**config.mk**
```make
export PLATFORM = sky130hd
export DESIGN_NAME = vphs_queue
export DESIGN_NICKNAME = d
export VERILOG_FILES = /design/src/sv/vphs_pkg.sv /design/src/sv/vphs_queue.sv
export SDC_FILE = /design/constraint.sdc
export NUM_CORES = 1
export LEC_CHECK = 0
export BUFFER_PORTS_ARGS = -buffer_cell sky130_fd_sc_hd__buf_4
export CAP_MARGIN = 15
export CELL_PAD_IN_SITES_DETAIL_PLACEMENT = 1
export CELL_PAD_IN_SITES_GLOBAL_PLACEMENT = 2
export CORE_MARGIN = 3
export CORE_UTILIZATION = 29
export DETAILED_ROUTE_END_ITERATION = 6
export PLACE_DENSITY_LB_ADDON = 0.1
export SETUP_SLACK_MARGIN = 0.4
export SKIP_CTS_REPAIR_TIMING = 1
export SYNTH_ARGS = -nofsm -noshare
export SYNTH_HDL_FRONTEND = slang
export SYNTH_SLANG_ARGS = --single-unit
export TNS_END_PERCENT = 1
```
**constraint.sdc**
```tcl
create_clock -name clk -period 1.68 [get_ports clk]
set_input_delay 0.336 -clock clk [delete_from_list [all_inputs] [get_ports clk]]
set_output_delay 0.336 -clock clk [all_outputs]
set_load 0.01 [all_outputs]
```
**src/sv/vphs_pkg.sv**
```systemverilog
`timescale 1ns / 1ps

package vphs_pkg;

    // Field widths of the channels
    localparam int NODE_W     = 64;
    localparam int LEVEL_IN_W = 16;
    localparam int STATUS_W   = 2;
    localparam int SLOT_OUT_W = 10;
    localparam int TOTAL_W    = 10;

    // Defaults for the top-level parameters
    localparam int SLOTS_DEF      = 1024;
    localparam int LEVEL_BITS_DEF = 16;

    // Hash finalizer constants
    localparam logic [NODE_W-1:0] MIX_ADD = 64'h9e37_79b9_7f4a_7c15;
    localparam logic [NODE_W-1:0] MIX_MUL1 = 64'hbf58_476d_1ce4_e5b9;
    localparam logic [NODE_W-1:0] MIX_MUL2 = 64'h94d0_49bb_1331_11eb;
    localparam int MIX_SH0 = 30;
    localparam int MIX_SH1 = 27;
    localparam int MIX_SH2 = 31;

    // Slot tag generation width; tag zero means never written this pass
    localparam int EPOCH_W = 4;

    localparam int QUEUE_DEPTH = 2;

    typedef enum logic [STATUS_W-1:0] {
        ST_NEW     = 2'd0,
        ST_PRESENT = 2'd1,
        ST_FULL    = 2'd2,
        ST_CLEARED = 2'd3
    } status_t;

    typedef enum logic [1:0] {
        F_IDLE,
        F_MUL,
        F_MOD,
        F_PUSH
    } front_state_t;

    typedef enum logic [1:0] {
        B_SWEEP,
        B_IDLE,
        B_READ,
        B_CHECK
    } back_state_t;

endpackage

```
**src/sv/vphs_queue.sv**
```systemverilog
`timescale 1ns / 1ps

// Small FIFO between the hash front and the probe back.
module vphs_queue #(
    parameter int DATA_W = 8,
    parameter int DEPTH  = vphs_pkg::QUEUE_DEPTH
) (
    input  logic              clk,
    input  logic              rst_n,
    input  logic              push_valid,
    output logic              push_ready,
    input  logic [DATA_W-1:0] push_data,
    output logic              pop_valid,
    input  logic              pop_ready,
    output logic [DATA_W-1:0] pop_data
);

    localparam int PTR_W = (DEPTH > 1) ? $clog2(DEPTH) : 1;
    localparam int CNT_W = $clog2(DEPTH + 1);

    logic [DATA_W-1:0] entry_reg [DEPTH];
    logic [PTR_W-1:0]  wr_ptr_reg, wr_ptr_next;
    logic [PTR_W-1:0]  rd_ptr_reg, rd_ptr_next;
    logic [CNT_W-1:0]  cnt_reg, cnt_next;
    logic              do_push, do_pop;

    assign push_ready = (cnt_reg != CNT_W'(DEPTH));
    assign pop_valid  = (cnt_reg != '0);
    assign pop_data   = entry_reg[rd_ptr_reg];
    assign do_push    = push_valid && push_ready;
    assign do_pop     = pop_valid && pop_ready;

    always_comb
    begin
        wr_ptr_next = wr_ptr_reg;
        rd_ptr_next = rd_ptr_reg;
        cnt_next    = cnt_reg;
        if (do_push)
        begin
            wr_ptr_next = (wr_ptr_reg == PTR_W'(DEPTH - 1)) ? '0 : wr_ptr_reg + 1'b1;
        end
        if (do_pop)
        begin
            rd_ptr_next = (rd_ptr_reg == PTR_W'(DEPTH - 1)) ? '0 : rd_ptr_reg + 1'b1;
        end
        if (do_push && !do_pop)
        begin
            cnt_next = cnt_reg + 1'b1;
        end
        else if (do_pop && !do_push)
        begin
            cnt_next = cnt_reg - 1'b1;
        end
    end

    always_ff @(posedge clk or negedge rst_n)
    begin
        if (!rst_n)
        begin
            wr_ptr_reg <= '0;
            rd_ptr_reg <= '0;
            cnt_reg    <= '0;
        end
        else
        begin
            wr_ptr_reg <= wr_ptr_next;
            rd_ptr_reg <= rd_ptr_next;
            cnt_reg    <= cnt_next;
        end
    end

    always_ff @(posedge clk)
    begin
        if (do_push)
        begin
            entry_reg[wr_ptr_reg] <= push_data;
        end
    end

endmodule

```
# [Yosys cells after proc, flatten, opt, wreduce, memory -nomap -nowiden]
# Memory sizes are Yosys's and may differ from the RTL's.
# Cells that the tools add are included.
[op_classes] reduce_logical=8 muxes=6 n_eq_ne=1 addsub=4
[op_table] operator="$logic_and 1x1->1" n=4
[op_table] operator="$mux 1" n=4
[op_table] operator="$mux 2" n=2
[op_table] operator="$reduce_bool 2->1" n=2
[op_table] operator="$add 1x1->1 const B" n=2
[op_table] operator="$add 2x1->2 const B" n=1
[op_table] operator="$logic_not 1->1" n=2
[op_table] operator="$ne 2x2->1 const B" n=1
[op_table] operator="$sub 2x1->2 const B" n=1
[totals] register_bits=4 input_bits=12 mem_count=1 out_inout_bits=10 elab_cells=23 ramBits=16
[mem_list] name="entry_reg" words=2 word_bits=8 read_ports=1 rd_ports_with_merged_regs=0 write_ports=1 line_no="vphs_queue.sv:21" source="logic [DATA_W-1:0] entry_reg [DEPTH];"

# [Longest topological paths before layout]
# Gate-level depths: netlist of run 1.
[logic_depth] depth_word=6 mapped_depth=7 ltp_nobuf=7

# [Least setup slack after synthesis of run 1]
# Ideal clock, no wire load.
[synth_path] path_kind="reg2reg" start="register cnt_reg[0]" end="memory entry_reg[0][0] (enable)" path_stages_with_launch=4 setup_ns=0.370 path_buffers=0 t_arrival_ns=1.016 slack_ns=0.294 required_ns=1.310 path_cell_list="dfrtp_1 -> nand2b_4 -> nand2_1 -> nor2_1"
[synth_via] elab_chain_cells=4
[synth_lines] element="start, declared" line_no="vphs_queue.sv:24" source="logic [CNT_W-1:0] cnt_reg, cnt_next;"
[synth_lines] element="start signal, assigned" line_no="vphs_queue.sv:68" source="cnt_reg <= cnt_next;"
[synth_lines] element="$ne 2x2->1" line_no="vphs_queue.sv:27" source="assign push_ready = (cnt_reg != CNT_W'(DEPTH));"
[synth_lines] element="net push_ready" line_no="vphs_queue.sv:11" source="output logic push_ready,"
[synth_lines] element="$logic_and 1x1->1" line_no="vphs_queue.sv:30" source="assign do_push = push_valid && push_ready;"
[synth_lines] element="$mux 1" line_no="vphs_queue.sv:74" source="if (do_push)"
[synth_lines] element="$mux 1 (implied by the code)" line_no="vphs_queue.sv:76" source="entry_reg[wr_ptr_reg] <= push_data;"
[synth_lines] element="end, declared" line_no="vphs_queue.sv:21"
# The timed path passes the listed nets, and every way through them passes these cells.

# [Final worst setup path of run 1]
[layout_path] start="register rd_ptr_reg" end="output port pop_data[4]"
[layout_via] elab_chain_cells=1
[layout_lines] element="start, declared" line_no="vphs_queue.sv:23" source="logic [PTR_W-1:0] rd_ptr_reg, rd_ptr_next;"
[layout_lines] element="start signal, assigned" line_no="vphs_queue.sv:67" source="rd_ptr_reg <= rd_ptr_next;"
[layout_lines] element="$mem_v2 2x8"
[layout_lines] element="end, declared" line_no="vphs_queue.sv:15" source="output logic [DATA_W-1:0] pop_data"
# Every way passes these cells.

==> results of run 1 <==
[cells by family (layout without fill, tap and decap cells)]
group | Yosys count | in the layout | synth area share (%)
XOR/XNOR | 5 | 5 | 5.565
adder cells (fa/ha/maj) | 1 | 1 | 1.590
buffers and inverters | 2 | 29 | 1.112
flip-flops | 20 | 20 | 73.77
multiplexers | 8 | 8 | 11.45
AND/OR/NAND/NOR | 7 | 7 | 6.518
[worst max-delay path, stage by stage, from the launching register on]
cell and delay [ns]:
dfrtp_2 0.43, buf_6 0.14, mux2_4 0.30, buf_6 0.12
[cell type report]
| cell class | instances | area (um2) | area share, % |
|---|---|---|---|
| clock buffer | 3 | 22.52 | 2.013 |
| clock inverter | 1 | 3.754 | 0.3356 |
| inverter | 1 | 3.754 | 0.3356 |
| multi-input combinational | 21 | 251.5 | 22.48 |
| sequential | 20 | 583.1 | 52.13 |
| tap | 30 | 37.54 | 3.356 |
| timing repair buffer | 24 | 216.5 | 19.35 |
[per-stage QoR]
stage / instance area [um2] / hold slack [ns]
finish: 1119 / 0.2115
global route: 1119 / 0.1849
CTS: 1006 / -0.2002
detailed placement: 979.7 / 0.1406
global placement: 979.7 / 0.1398
floorplan: 789.5 / 0.04041
[layer usage]
layer,up-vias,part of all wire [%]
met2,11,53
li1,207,-
met1,219,40
met3,4,4.5
met5,-,0
met4,0,2.1
[cell usage after synthesis]
| cell | number | area share [%] |
|---|---|---|
| nor2_1 | 2 | 0.95 |
| edfxtp_1 | 16 | 61 |
| buf_2 | 1 | 0.64 |
| mux2_2 | 8 | 11 |
| nand2_4 | 1 | 1.4 |
| or2_4 | 1 | 1.1 |
| nand2b_4 | 1 | 1.7 |
| ha_1 | 1 | 1.6 |
| xnor2_1 | 3 | 3.3 |
| nand2_1 | 1 | 0.48 |
| xor2_1 | 2 | 2.2 |
| inv_1 | 1 | 0.48 |
| dfrtp_1 | 4 | 13 |
| and3_1 | 1 | 0.80 |
[cells in the final DEF, fill, tap and decap left out, drive strengths merged]
cell and count:
xnor2 3, inv 1, nand2 2, or2 1
clkinv 1, clkbuf 3, nor2 2, and3 1
ha 1, nand2b 1, xor2 2, edfxtp 16
buf 23, dfrtp 4, dlygate4sd3 1, mux2 8
[path summary, 6_finish.rpt]
path,startpoint,cells past startpoint,to,slack [ns]
worst max-delay path,rd_ptr_reg,3,pop_data[4],0.04
worst min-delay path,push_data[4],1,entry_reg[1][4],0.21
worst max register to register,cnt_reg[1],6,cnt_reg[1],0.27
worst min register to register,cnt_reg[1],1,cnt_reg[1],0.53
max in group asynchronous,rst_n,2,cnt_reg[1],1.21
min in group asynchronous,rst_n,2,wr_ptr_reg,0.35
[power breakdown]
part | internal (W) | switching (W) | total [W]
clock network | 0.0000866 | 0.000142 | 0.000229
logic | 0.000517 | 0.000360 | 0.000877
registers | 0.000698 | 0.0000843 | 0.000782
total | 0.00130 | 0.000587 | 0.00189
==> metrics.txt, run 1 <==
CTS Buffer Depth=2; met2 Use GR=between 10 and 15%; 1st-iter DRT viols=5; Root Driver=clkbuf_4; Clk Latency, worst-skew pair=0.30 ns; Slew HR=slightly above 80%; layout cells sized above 1=64.29%; final core occ=44.35%; number of buffers created by CTS=3; Starting Density=31.20%; power per cell area=between 1500 and 2000 nW/um2; drt total wl=1442 um; met1 layer usage reported by global route=10.55%; worst setup margin=0.04336 ns; largest net degree at the start of global routing=12; status=finished, final reports clean; grt ovf=0; core area=around 2500 um2; Layout area overhead=42.13%; routability cong.=0.6480; drt drc=0; routed length per instance=14.42 um; syn_area_per_cell=18.30 um2; total track usage=under 10%; Tmin final=1.637 ns; Post-Synthesis Cell Area=787.0 um2; CTS tree=built; Worst Clk Skew=around 0.008 ns; clock sink total=20; total power=0.001888 W; final setup violating endpoints=0; Final period util=97.42%; Post-Syn Instances=43; initial antenna violation count=0; WP data required=1.34 ns; Critical Path AT=1.30 ns; Max IR drop VDD=roughly 0.00073 V; critical path peak fanout=5; DRT antenna net count=0; syn nets=56; Hold WC Path Type=in2reg; fin cells=100; Die Y=58.10 um; Fmax=between 600 and 700 MHz; DIE WIDTH=58.10 um; CP Launch Type=register; # rows=18; RSZ-0062 raised after global routing=true; Synth Register Bits=20; pre-CTS WS=roughly 0.21 ns; Seq/Total Area, Yosys=73.77%; CP endpoint kind=output port; fillers=249; vias in the first global route=448; Cells after DPL=93; vias per inst=~4.4; Pleak=0.4490 nW; first-pass GRT wire length=between 2000 and 2500 um; WS Path Type=reg2out; Max Cap Viol=0; max reg flops=16; Final Slew Violations=0; Final nets=84; grt met3 use=3.341%; setup TNS=0 ns; die area=between 3000 and 4000 um2; routed vias=441; clock-pin slew on the worst setup and hold paths=between 0.1 and 0.15 ns; Cell variety after synth=14; Hold Violations, Final=0; Synth Warn #=0; drt first pass iters=2; ANT cells=0; H-tree Lvls=1; I/O Buffers=21; slew of the pin with the lowest slew margin=0.2740 ns; Top Ports=22; Top Usage Layer GRT=met2
Power figures use the tool's default switching activity.
==> run 2, diff against run 1 <==
--- a/config.mk
+++ b/config.mk
@@ -10,7 +10,7 @@
 export CELL_PAD_IN_SITES_DETAIL_PLACEMENT = 1
 export CELL_PAD_IN_SITES_GLOBAL_PLACEMENT = 2
 export CORE_MARGIN = 3
-export CORE_UTILIZATION = 29
+export CORE_UTILIZATION = 34
 export DETAILED_ROUTE_END_ITERATION = 6
 export PLACE_DENSITY_LB_ADDON = 0.1
 export SETUP_SLACK_MARGIN = 0.4
==> run 2 against run 1 <==
Effect of this change:
- routed wire length down 9.4%
- flip-flop and latch count unchanged
- worst setup slack better by 0.030 ns
- critical path depth unchanged
- sequential power about the same
- clock skew up 0.0020 ns
- critical endpoint is now pop_data[5]
- register-to-register slack worse by 0.08 ns
- worst hold slack better by 0.019 ns
- total power down 2.2%
==> metrics.txt, run 2 (same netlist as run 1, synthesis figures left out) <==
status=finished, final reports clean; Seq pwr share=a little over two fifths; H-tree Lvls=1; first-pass GRT wire length=1932 um; final core occ=52.82%; number of buffers created by CTS=3; final setup violating endpoints=0; Critical-path top delay cell=dfrtp_2; ANT cells=0; Net Sw Power=~0.00054 W; fillers=about 210; Int Pwr=0.001305 W; Clk pwr share=a little under an eighth; layout cells sized above 1=56.94%; total track usage=9.813%; Pleak=about 0.46 nW; critical path peak fanout=4; Bufs and invs on worst path=2; DIE WIDTH=54.11 um; slew of the pin with the lowest slew margin=0.4323 ns; Worst Clk Skew=0.01008 ns; commonest non-fill, non-tap cells in the layout=edfxtp_1, buf_4, buf_6, mux2_4; drt first pass iters=3; Die Y=between 50 and 60 um; Final period util=95.60%; grt ovf=0; core area=roughly 2100 um2; CP Launch Type=register; Clk Latency, worst-skew pair=between 0.2 and 0.3 ns; vias in the first global route=around 440; Tmin final=1.606 ns; vias per inst=4.364; Max IR drop VDD=0.0008556 V; clock-pin slew on the worst setup and hold paths=approximately 0.10 ns; Critical Path AT=roughly 1.3 ns; combinational power share=between 40% and 50%; Fmax=622.6 MHz; drt total wl=1306 um; Top Ports=22; cell family with most CP delay=flip-flops; DRT antenna net count=0; Final Slew Violations=0; RSZ-0062 raised after global routing=true; routability cong.=approximately 0.67; routed length per instance=13.19 um; Starting Density=a little under two fifths; total power=0.001847 W; setup TNS=0 ns; WP data required=1.34 ns; CP endpoint kind=output port; max reg flops=16; largest net degree at the start of global routing=12; clock sink total=20; drt drc=0; # rows=16; crit-path cells=buf_6 > mux2_4 > buf_6; Hold WC Path Type=in2reg; die area=between 2000 and 3000 um2; Root Driver=clkbuf_4; CTS Buffer Depth=2; CTS tree=built; Slew HR=between 70% and 80%; Max Cap Viol=0; Layout area overhead=39.74%; CP most frequent cell=buf_6; crit-path max cell delay=roughly 0.44 ns; routed vias=432; power per cell area=1680 nW/um2; Final nets=86; initial antenna violation count=0; I/O Buffers=21; WS Path Type=reg2out; 1st-iter DRT viols=2; switching part of the total=between 20% and 30%; Hold Violations, Final=0
## run 2: area by class of cell
class	instances	area [um2]	share of cell area, %
inverters	1	3.754	0.3413
repair buffers	26	231.5	21.05
clock buffers	4	26.28	2.389
multi-input cells	21	222.7	20.25
well taps	27	33.78	3.072
flip-flops and latches	20	581.8	52.90
## run 2: final timing paths
path                               from               to  slack (ns)  depth (start not counted)
min                        push_data[2]  entry_reg[1][2]        0.23                          1
min in group asynchronous         rst_n       wr_ptr_reg        0.37                          2
max                          rd_ptr_reg      pop_data[5]        0.07                          3
min reg2reg                  wr_ptr_reg       wr_ptr_reg        0.53                          1
max in group asynchronous         rst_n       rd_ptr_reg        1.18                          2
max reg2reg                  cnt_reg[0]       cnt_reg[1]        0.19                          6
## run 2: metal layers
layer	vias to the layer above	global-route usage, %	routed length [um]
met5	-	0	0
met4	0	2.490	0
met3	0	4.155	75
met2	13	16.73	695
met1	206	11.31	535
li1	213	-	-
## run 2: per-stage QoR
stage               worst slack, ns  instances  hold WS [ns]  cell area [um2]
floorplan                    0.3145         43       0.04041            789.5
global placement             0.2230         90        0.1375            975.9
detailed placement           0.1994         90        0.1350            975.9
CTS                         -0.1066         94       -0.1881             1002
global route                0.01129         99        0.2038             1100
finish                      0.07384         99        0.2310             1100
## run 2: power by group through the flow
| stage | registers (W) | logic, W | clock network (W) |
|---|---|---|---|
| after CTS | 0.000811 | 0.000629 | 0.000226 |
| after global routing | 0.000800 | 0.000924 | 0.000252 |
| after floorplan | 0.000756 | 0.000433 | 0 |
| final | 0.000784 | 0.000850 | 0.000213 |
| after global placement | 0.000813 | 0.000623 | 0 |
| after detailed placement | 0.000817 | 0.000632 | 0 |
