--- src/sv/vphs_pkg.sv ---
`timescale 1ns / 1ps

package vphs_pkg;

    // Field widths of the channels
    localparam int NODE_W     = 64;
    localparam int LEVEL_IN_W = 16;
    localparam int STATUS_W   = 2;
    localparam int SLOT_OUT_W = 10;
    localparam int TOTAL_W    = 10;

    // Defaults for the top-level parameters
    localparam int SLOTS_DEF      = 1024;
    localparam int LEVEL_BITS_DEF = 16;

    // Hash finalizer constants
    localparam logic [NODE_W-1:0] MIX_ADD = 64'h9e37_79b9_7f4a_7c15;
    localparam logic [NODE_W-1:0] MIX_MUL1 = 64'hbf58_476d_1ce4_e5b9;
    localparam logic [NODE_W-1:0] MIX_MUL2 = 64'h94d0_49bb_1331_11eb;
    localparam int MIX_SH0 = 30;
    localparam int MIX_SH1 = 27;
    localparam int MIX_SH2 = 31;

    // Slot tag generation width; tag zero means never written this pass
    localparam int EPOCH_W = 4;

    localparam int QUEUE_DEPTH = 2;

    typedef enum logic [STATUS_W-1:0] {
        ST_NEW     = 2'd0,
        ST_PRESENT = 2'd1,
        ST_FULL    = 2'd2,
        ST_CLEARED = 2'd3
    } status_t;

    typedef enum logic [1:0] {
        F_IDLE,
        F_MUL,
        F_MOD,
        F_PUSH
    } front_state_t;

    typedef enum logic [1:0] {
        B_SWEEP,
        B_IDLE,
        B_READ,
        B_CHECK
    } back_state_t;

endpackage

--- src/sv/vphs_in_if.sv ---
`timescale 1ns / 1ps

interface vphs_in_if;
    logic                             valid;
    logic                             ready;
    logic                             command;
    logic [vphs_pkg::NODE_W-1:0]      node_key;
    logic [vphs_pkg::LEVEL_IN_W-1:0]  level_key;

    modport source (output valid, command, node_key, level_key, input ready);
    modport sink   (input valid, command, node_key, level_key, output ready);
endinterface

--- src/sv/vphs_front.sv ---
`timescale 1ns / 1ps

// Accepts items, hashes insert keys with one shared 32x32 multiplier,
// reduces the hash to a home slot and hands the item to the queue.
module vphs_front #(
    parameter int SLOTS      = vphs_pkg::SLOTS_DEF,
    parameter int LEVEL_BITS = vphs_pkg::LEVEL_BITS_DEF
) (
    input  logic                                   clk,
    input  logic                                   rst_n,
    vphs_in_if.sink                                req,
    input  logic                                   hold,
    output logic                                   push_valid,
    input  logic                                   push_ready,
    output logic                                   push_cmd,
    output logic [vphs_pkg::NODE_W-1:0]            push_node,
    output logic [((LEVEL_BITS < vphs_pkg::LEVEL_IN_W) ?
                   LEVEL_BITS : vphs_pkg::LEVEL_IN_W)-1:0] push_level,
    output logic [$clog2(SLOTS)-1:0]               push_home
);

    localparam int LVL_W    = (LEVEL_BITS < vphs_pkg::LEVEL_IN_W) ?
                              LEVEL_BITS : vphs_pkg::LEVEL_IN_W;
    localparam int SLOT_W   = $clog2(SLOTS);
    localparam int NW       = vphs_pkg::NODE_W;
    localparam int HW       = NW / 2;
    localparam int DIG_W    = 16;
    localparam int DIG_N    = NW / DIG_W;
    localparam int BIT_CW   = $clog2(2 * DIG_N);
    localparam int Q_SH     = 32 + SLOT_W;
    localparam bit IS_POW2  = (SLOTS & (SLOTS - 1)) == 0;
    // floor(2^(32+SLOT_W) / SLOTS); the quotient estimate is low by at most one
    localparam logic [32:0] RECIP = 33'((64'd1 << Q_SH) / 64'(SLOTS));

    vphs_pkg::front_state_t state_reg, state_next;

    logic              cmd_reg, cmd_next;
    logic [NW-1:0]     node_reg, node_next;
    logic [LVL_W-1:0]  level_reg, level_next;
    logic [NW-1:0]     v_reg, v_next;
    logic [1:0]        step_reg, step_next;
    logic              pass_reg, pass_next;
    logic [NW-1:0]     plo_reg, plo_next;
    logic [HW-1:0]     cross_reg, cross_next;
    logic [SLOT_W-1:0] home_reg, home_next;
    logic [BIT_CW-1:0] bit_cnt_reg, bit_cnt_next;
    logic [31:0]       q_reg, q_next;

    logic [HW-1:0]     mul_a, mul_b;
    logic [NW-1:0]     mul_p;
    logic [NW-1:0]     mul_k;
    logic [NW-1:0]     prod;
    logic [NW-1:0]     mix_in;
    logic [31:0]       rem_num;
    logic [64:0]       recip_p;
    logic [31:0]       rem_raw;

    assign mul_p = NW'(mul_a) * NW'(mul_b);
    assign mul_k = pass_reg ? vphs_pkg::MIX_MUL2 : vphs_pkg::MIX_MUL1;
    assign prod  = plo_reg + {cross_reg, HW'(0)};
    assign mix_in = req.node_key ^ (NW'(req.level_key[LVL_W-1:0]) + vphs_pkg::MIX_ADD);

    // modulo by a constant: partial remainder times 2^16 plus the next hash digit
    assign rem_num = {DIG_W'(home_reg), v_reg[NW-1 -: DIG_W]};
    assign recip_p = 65'(rem_num) * 65'(RECIP);
    assign rem_raw = rem_num - q_reg * 32'(SLOTS);

    assign req.ready  = (state_reg == vphs_pkg::F_IDLE) && !hold;
    assign push_valid = (state_reg == vphs_pkg::F_PUSH);
    assign push_cmd   = cmd_reg;
    assign push_node  = node_reg;
    assign push_level = level_reg;
    assign push_home  = home_reg;

    always_comb
    begin
        state_next   = state_reg;
        cmd_next     = cmd_reg;
        node_next    = node_reg;
        level_next   = level_reg;
        v_next       = v_reg;
        step_next    = step_reg;
        pass_next    = pass_reg;
        plo_next     = plo_reg;
        cross_next   = cross_reg;
        home_next    = home_reg;
        bit_cnt_next = bit_cnt_reg;
        q_next       = q_reg;
        mul_a        = v_reg[HW-1:0];
        mul_b        = mul_k[HW-1:0];

        case (state_reg)
            vphs_pkg::F_IDLE:
            begin
                if (req.valid && req.ready)
                begin
                    cmd_next   = req.command;
                    node_next  = req.node_key;
                    level_next = req.level_key[LVL_W-1:0];
                    v_next     = mix_in ^ (mix_in >> vphs_pkg::MIX_SH0);
                    step_next  = 2'd0;
                    pass_next  = 1'b0;
                    home_next  = '0;
                    state_next = req.command ? vphs_pkg::F_PUSH : vphs_pkg::F_MUL;
                end
            end
            vphs_pkg::F_MUL:
            begin
                // 64x64 low product from three 32x32 partial products
                step_next = step_reg + 2'd1;
                case (step_reg)
                    2'd0:
                    begin
                        plo_next = mul_p;
                    end
                    2'd1:
                    begin
                        mul_b      = mul_k[NW-1:HW];
                        cross_next = mul_p[HW-1:0];
                    end
                    2'd2:
                    begin
                        mul_a      = v_reg[NW-1:HW];
                        cross_next = cross_reg + mul_p[HW-1:0];
                    end
                    default:
                    begin
                        if (!pass_reg)
                        begin
                            v_next    = prod ^ (prod >> vphs_pkg::MIX_SH1);
                            pass_next = 1'b1;
                        end
                        else
                        begin
                            v_next       = prod ^ (prod >> vphs_pkg::MIX_SH2);
                            home_next    = '0;
                            bit_cnt_next = '0;
                            state_next   = vphs_pkg::F_MOD;
                        end
                    end
                endcase
            end
            vphs_pkg::F_MOD:
            begin
                if (IS_POW2)
                begin
                    home_next  = v_reg[SLOT_W-1:0];
                    state_next = vphs_pkg::F_PUSH;
                end
                else
                begin
                    // one 16-bit hash digit per pass, MSB first: quotient estimate, then remainder
                    bit_cnt_next = bit_cnt_reg + 1'b1;
                    if (!bit_cnt_reg[0])
                    begin
                        q_next = 32'(recip_p >> Q_SH);
                    end
                    else
                    begin
                        if (rem_raw >= 32'(SLOTS))
                        begin
                            home_next = SLOT_W'(rem_raw - 32'(SLOTS));
                        end
                        else
                        begin
                            home_next = SLOT_W'(rem_raw);
                        end
                        v_next = v_reg << DIG_W;
                        if (bit_cnt_reg == BIT_CW'(2 * DIG_N - 1))
                        begin
                            state_next = vphs_pkg::F_PUSH;
                        end
                    end
                end
            end
            vphs_pkg::F_PUSH:
            begin
                if (push_ready)
                begin
                    state_next = vphs_pkg::F_IDLE;
                end
            end
            default:
            begin
                state_next = vphs_pkg::F_IDLE;
            end
        endcase
    end

    always_ff @(posedge clk or negedge rst_n)
    begin
        if (!rst_n)
        begin
            state_reg <= vphs_pkg::F_IDLE;
        end
        else
        begin
            state_reg <= state_next;
        end
    end

    always_ff @(posedge clk)
    begin
        cmd_reg     <= cmd_next;
        node_reg    <= node_next;
        level_reg   <= level_next;
        v_reg       <= v_next;
        step_reg    <= step_next;
        pass_reg    <= pass_next;
        plo_reg     <= plo_next;
        cross_reg   <= cross_next;
        home_reg    <= home_next;
        bit_cnt_reg <= bit_cnt_next;
        q_reg       <= q_next;
    end

endmodule

--- src/flat_wrapper.sv ---
// flat-port wrapper written by rule: the top's interface ports become plain ports
module vphs_front_flat 
#(
    parameter int SLOTS      = vphs_pkg::SLOTS_DEF,
    parameter int LEVEL_BITS = vphs_pkg::LEVEL_BITS_DEF
)
  (clk, rst_n, hold, push_valid, push_ready, push_cmd, push_node, push_level, push_home, req_valid, req_command, req_node_key, req_level_key, req_ready);
  vphs_in_if req_i ();
  input  logic clk;
  input  logic rst_n;
  input  logic hold;
  output logic push_valid;
  input  logic push_ready;
  output logic push_cmd;
  output logic [vphs_pkg::NODE_W-1:0] push_node;
  output logic [((LEVEL_BITS < vphs_pkg::LEVEL_IN_W) ?
                   LEVEL_BITS : vphs_pkg::LEVEL_IN_W)-1:0] push_level;
  output logic [$clog2(SLOTS)-1:0] push_home;
  input wire logic [$bits(req_i.valid)-1:0] req_valid;
  input wire logic [$bits(req_i.command)-1:0] req_command;
  input wire logic [$bits(req_i.node_key)-1:0] req_node_key;
  input wire logic [$bits(req_i.level_key)-1:0] req_level_key;
  output wire logic [$bits(req_i.ready)-1:0] req_ready;
  assign req_i.valid = req_valid;
  assign req_i.command = req_command;
  assign req_i.node_key = req_node_key;
  assign req_i.level_key = req_level_key;
  assign req_ready = req_i.ready;
  vphs_front #(.SLOTS(SLOTS), .LEVEL_BITS(LEVEL_BITS)) u_core (.clk(clk), .rst_n(rst_n), .req(req_i), .hold(hold), .push_valid(push_valid), .push_ready(push_ready), .push_cmd(push_cmd), .push_node(push_node), .push_level(push_level), .push_home(push_home));
endmodule
--- config.mk ---
export PLATFORM = sky130hd
export DESIGN_NAME = vphs_front_flat
export DESIGN_NICKNAME = d
export VERILOG_FILES = /design/src/sv/vphs_pkg.sv /design/src/sv/vphs_in_if.sv /design/src/sv/vphs_front.sv /design/src/flat_wrapper.sv
export SDC_FILE = /design/constraint.sdc
export NUM_CORES = 2
export LEC_CHECK = 0
export ABC_AREA = 1
export BUFFER_PORTS_ARGS = -buffer_cell sky130_fd_sc_hd__buf_4
export CAP_MARGIN = 15
export CORE_MARGIN = 10
export CORE_UTILIZATION = 65
export CTS_BUF_LIST = sky130_fd_sc_hd__clkbuf_8
export CTS_CLUSTER_DIAMETER = 150
export CTS_CLUSTER_SIZE = 25
export DETAILED_ROUTE_END_ITERATION = 7
export PLACE_DENSITY = 0.83
export SLEW_MARGIN = 0
export SYNTH_ARGS = -nofsm -noshare
export SYNTH_HDL_FRONTEND = slang
export SYNTH_SLANG_ARGS = --single-unit
--- constraint.sdc ---
create_clock -name clk -period 25.8 [get_ports clk]
set_input_delay 5.16 -clock clk [delete_from_list [all_inputs] [get_ports clk]]
set_output_delay 5.16 -clock clk [all_outputs]
set_load 0.01 [all_outputs]
[Word level (Yosys, flattened, before mapping)]
Cells that the tools add are included.
Word-level totals
  register bits after elaboration: 256
  bits of input ports: 86
  output and inout bits: 93
  logic and storage cells: 69
Cells by class
  add/subtract/negate cells: 4
  multipliers: 1
  equal/unequal tests: 9
  muxes and demuxes: 25
  bitwise operators: 4
  reduce and logical (&&, ||, !) cells: 16
Operator list (count)
  $mux W64: 3
  $mux W32: 4
  $pmux W64 S2: 1
  $add A16 B64 Y64 const B: 1
  $add A64 B64 Y64: 1
  $mul A32 B32 Y64: 1
  $pmux W32 S2: 1
  $xor A64 B33 Y64: 1
  $xor A64 B34 Y64: 1
  $xor A64 B37 Y64: 1
  $xor A64 B64 Y64: 1
  $mux W62: 1
  $add A32 B32 Y32: 1
  $mux W10: 3
  $pmux W10 S3: 1
  $mux W2: 6
  $pmux W2 S4: 1
  $reduce_and A2 Y1: 4
  $reduce_and A4 Y1: 2
  $eq A2 B2 Y1 const B: 3
  $eq A2 B1 Y1 const B: 2
  $logic_not A2 Y1: 2
  $ne A2 B1 Y1 const B: 2
  $ne A2 B2 Y1 const B: 2
  other kinds (10): 13

[Logic depth before layout (Yosys ltp)]
  depth in word-level cells: 6
  gate-level depth with buffers: 48
  gate-level depth less buffers: 47

[Least setup slack after synthesis]
Ideal clock, no wire load.
  path kind: input to output
  start: in hold
  end: out req_ready
  data arrival time: 5359 ps
  required time: 20640 ps
  path slack: 15281 ps
  cell stages on the path: 1
  path buffers: 0
  path through: nor2_1
On the way
  word-level cells in the longest chain between the ends: 2
Ends and longest elaborated chain
  from (decl): RTL line flat_wrapper.sv:11  | input logic hold;
  $logic_not A1 Y1: RTL line vphs_front.sv:68  | assign req.ready = (state_reg == vphs_pkg::F_IDLE) && !hold;
  $logic_and A1 B1 Y1: RTL line vphs_front.sv:68
  to (decl): RTL line flat_wrapper.sv:23  | output wire logic [$bits(req_i.ready)-1:0] req_ready;
Every way passes these cells.

[Worst setup path in the final report]
  start: reg u_core.state_reg[1]
  end: reg u_core.cross_reg[30], data pin
On the way
  word-level cells in the longest chain between the ends: 5
  elaborated cells on any way between the ends: 6
  those cells by class: add/sub: 1; mul: 1; eq/ne: 1; mux: 3
Ends and longest elaborated chain
  from (decl): RTL line vphs_front.sv:35  | vphs_pkg::front_state_t state_reg, state_next;
  from (signal assigned): RTL line vphs_front.sv:194  | state_reg <= vphs_pkg::F_IDLE;
  from (signal assigned): RTL line vphs_front.sv:198  | state_reg <= state_next;
  $eq A2 B1 Y1 (*): RTL line vphs_front.sv:92  | case (state_reg)
  $mux W32: RTL line vphs_front.sv:92
  $mul A32 B32 Y64 (*): RTL line vphs_front.sv:58  | assign mul_p = NW'(mul_a) * NW'(mul_b);
  via u_core.mul_p[27]: RTL line vphs_front.sv:50  | logic [NW-1:0] mul_p;
  $add A32 B32 Y32 (*): RTL line vphs_front.sv:124  | cross_next = cross_reg + mul_p[HW-1:0];
  $pmux W32 S2 (*): RTL line vphs_front.sv:111  | case (step_reg)
  to (signal assigned): RTL line vphs_front.sv:211  | cross_reg <= cross_next;
  to (decl): RTL line vphs_front.sv:44  | logic [HW-1:0] cross_reg, cross_next;
Mark *: on every way through the listed nets, which the timed path passes. The rest lies on a longest branch.
A chain may end at the register's enable or synchronous reset.

==> metrics.md <==
| Metric | Value |
|---|---|
| Starting Density | `0.659` |
| Grt ovf | `0` |
| Worst Tran Pin Value | `roughly 1.1 ns` |
| CP max stage delay | `0.63 ns` |
| Fin area | `0.0483 mm²` |
| CTS tree | `built` |
| Final wirelength | `158 mm` |
| Final worst setup slack | `14.21 ns` |
| Number of setup buffers added after CTS | `0` |
| Seq/Total Area, Yosys | `0.169` |
| Clock latency on the worst-skew pair | `~0.61 ns` |
| Vias per cell | `5.94` |
| Slew Limit Headroom | `0.296` |
| Final GP Congestion | `1.07` |
| Setup tns final | `0 ns` |
| Vias in the first global route | `between 30000 and 40000` |
| # H-tree levels | `1` |
| Synth Cell Area | `approximately 0.046 mm²` |
| Worst-path clk slew | `0.18 ns` |
| Slowest stage cell, crit path | `buf_4` |
| Critical path arrival | `roughly 12 ns` |
| Syn Inst Count | `about 5200` |
| Hold_buf cts | `0` |
| Pin count of the biggest net entering global routing | `83` |
| # setup viols final | `0` |
| Die width | `285 µm` |
| CTS Buf Count | `14` |
| Drt drc | `22` |
| Yosys reg bits | `256` |
| IO Count | `179` |
| Most common flop cell mapped by yosys | `edfxtp_1` |
| Max-slew violation count | `0` |
| Worst slack, placed | `around 15 ns` |
| Crit. End Element | `register` |
| PortBufs | `178` |
| ANT nets after route | `0` |
| Final Util | `0.699` |
| Fmax | `86.3 MHz` |
| Clock Path Buffers | `3` |
| Max Cap Violations | `0` |
| Die height | `around 280 µm` |
| Tot GR Track Use | `0.390` |
| Hold Vio Cnt, Final | `0` |
| Critical Path Fanout Max | `57` |
| Drt first pass iters | `8` |
| Post-DP Area | `0.0481 mm²` |
| Initial drt markers | `between 5000 and 6000` |
| Most frequent cells in the layout | `inv_1, fa_1, nand2_1, nor2_1, ha_1` |
| Syn_nets | `approximately 6500` |
| Setup Skew | `between 0.06 and 0.07 ns` |
| Post-synth EDFFs | `254` |
| Hpwl dp | `approximately 140 mm` |
| Initial antenna violation count | `3` |
| Setup Crit Path Kind | `reg -> reg` |
| Worst Path Required | `26.19 ns` |
| Outcome | `finished, violations left` |
| Area growth syn-to-layout | `6.08%` |
| Critical Path Source Type | `register` |
| Commonest non-fill, non-tap cell in the layout | `inv_1` |
| Cell variety after synth | `50` |
| Final #Nets | `6690` |
| RSZ-0062 raised after global routing | `false` |
| FP Rows | `96` |
| Yosys warning count | `0` |
| Min Tclk post-route | `11.59 ns` |
| Core Region | `0.0691 mm²` |
| Most used cell, CP | `inv_1` |
| Die area | `slightly above 0.08 mm²` |
| Global-route wire length before repair | `235 mm` |
| Worst min path class | `reg -> reg` |
| Via count | `roughly 37000` |
| Clock Sinks | `256` |
| Post-CTS sizing | `0` |
| Async set-reset flop share out of synthesis | `0.00781` |
| Crit share post-route | `0.449` |
| R2R Setup Slk | `around 14 ns` |
| Mean Syn Cell Area | `around 8.7 µm²` |
| WL per Instance | `approximately 25 µm` |
| Failing checks | `DRC` |
| Root Buffer | `clkbuf_8` |
| Layout cells sized above 1 | `0.0681` |
==> routing by layer <==
metal | track usage | routed length [µm]
met5 | 0 | 0
met4 | 0.152 | 8410
met3 | 0.125 | 22400
met2 | 0.587 | 68600
met1 | 0.521 | 58800
==> per-stage QoR <==
step / hold slack, ns / instances
after floorplan: 0.504 / 5221
after global placement: 0.517 / 6282
after detailed placement: 0.523 / 6282
after CTS: 0.559 / 6303
after global routing: 0.598 / 6304
final: 0.557 / 6304
==> path summary, 6_finish.rpt <==
kind                                                      start                           endpoint  cells after the start
worst min register to register        u_core.v_reg[8]$_DFFE_PP_  u_core.push_home[8]$_SDFFCE_PN0P_                      2
worst min-delay path                  u_core.v_reg[8]$_DFFE_PP_  u_core.push_home[8]$_SDFFCE_PN0P_                      2
min in group asynchronous                                 rst_n    u_core.state_reg[0]$_DFFE_PN0P_                      1
max in group asynchronous                                 rst_n    u_core.state_reg[1]$_DFFE_PN0P_                      1
worst max register to register  u_core.state_reg[1]$_DFFE_PN0P_     u_core.cross_reg[30]$_DFFE_PP_                     39
worst max-delay path            u_core.state_reg[1]$_DFFE_PN0P_     u_core.cross_reg[30]$_DFFE_PP_                     39
==> kinds of logic after synthesis <==
kind of cell	Yosys count	share of synthesized area
compound gates	419	0.0511
xor+xnor	140	0.0276
fa+ha+maj	1237	0.476
buf+inv	1426	0.119
flops	256	0.169
simple gates	1743	0.158
==> cells in the mapped netlist, drive strengths merged, types with 23 or more instances <==
library cell  instances  area [µm²]
nand4                25         156
a21oi               164         847
nand3               183         951
inv                1312        4920
nor2                615        2340
nor3                 28         165
buf                  65         324
o21ai               192        1010
xor2                 84         766
edfxtp              254        7630
o21bai               23         184
xnor2                56         490
clkbuf               44         169
nand3b               24         180
fa                  823       16500
nand2               845        3230
ha                  414        5180
==> critical path: cells and delay by family, from the launching register on <==
family | cells | cell delay [ns]
fa+ha+maj | 11 | 5.30
flops | 1 | 0.43
simple gates | 8 | 1.08
compound gates | 6 | 1.59
buf+inv | 13 | 2.36
xor+xnor | 1 | 0.58
==> final cells by class <==
cell class	instances	area, µm²
clock inverters	6	38.8
flip-flops and latches	256	7680
clock buffers	15	206
multi-input cells	3539	32500
inverters	1317	4940
well taps	931	1160
diodes	1	2.50
fillers	5416	20800
repair buffers	239	1790
Power is not shown: default switching activity piles up to over one toggle a cycle in this logic, so the estimate is an artifact.
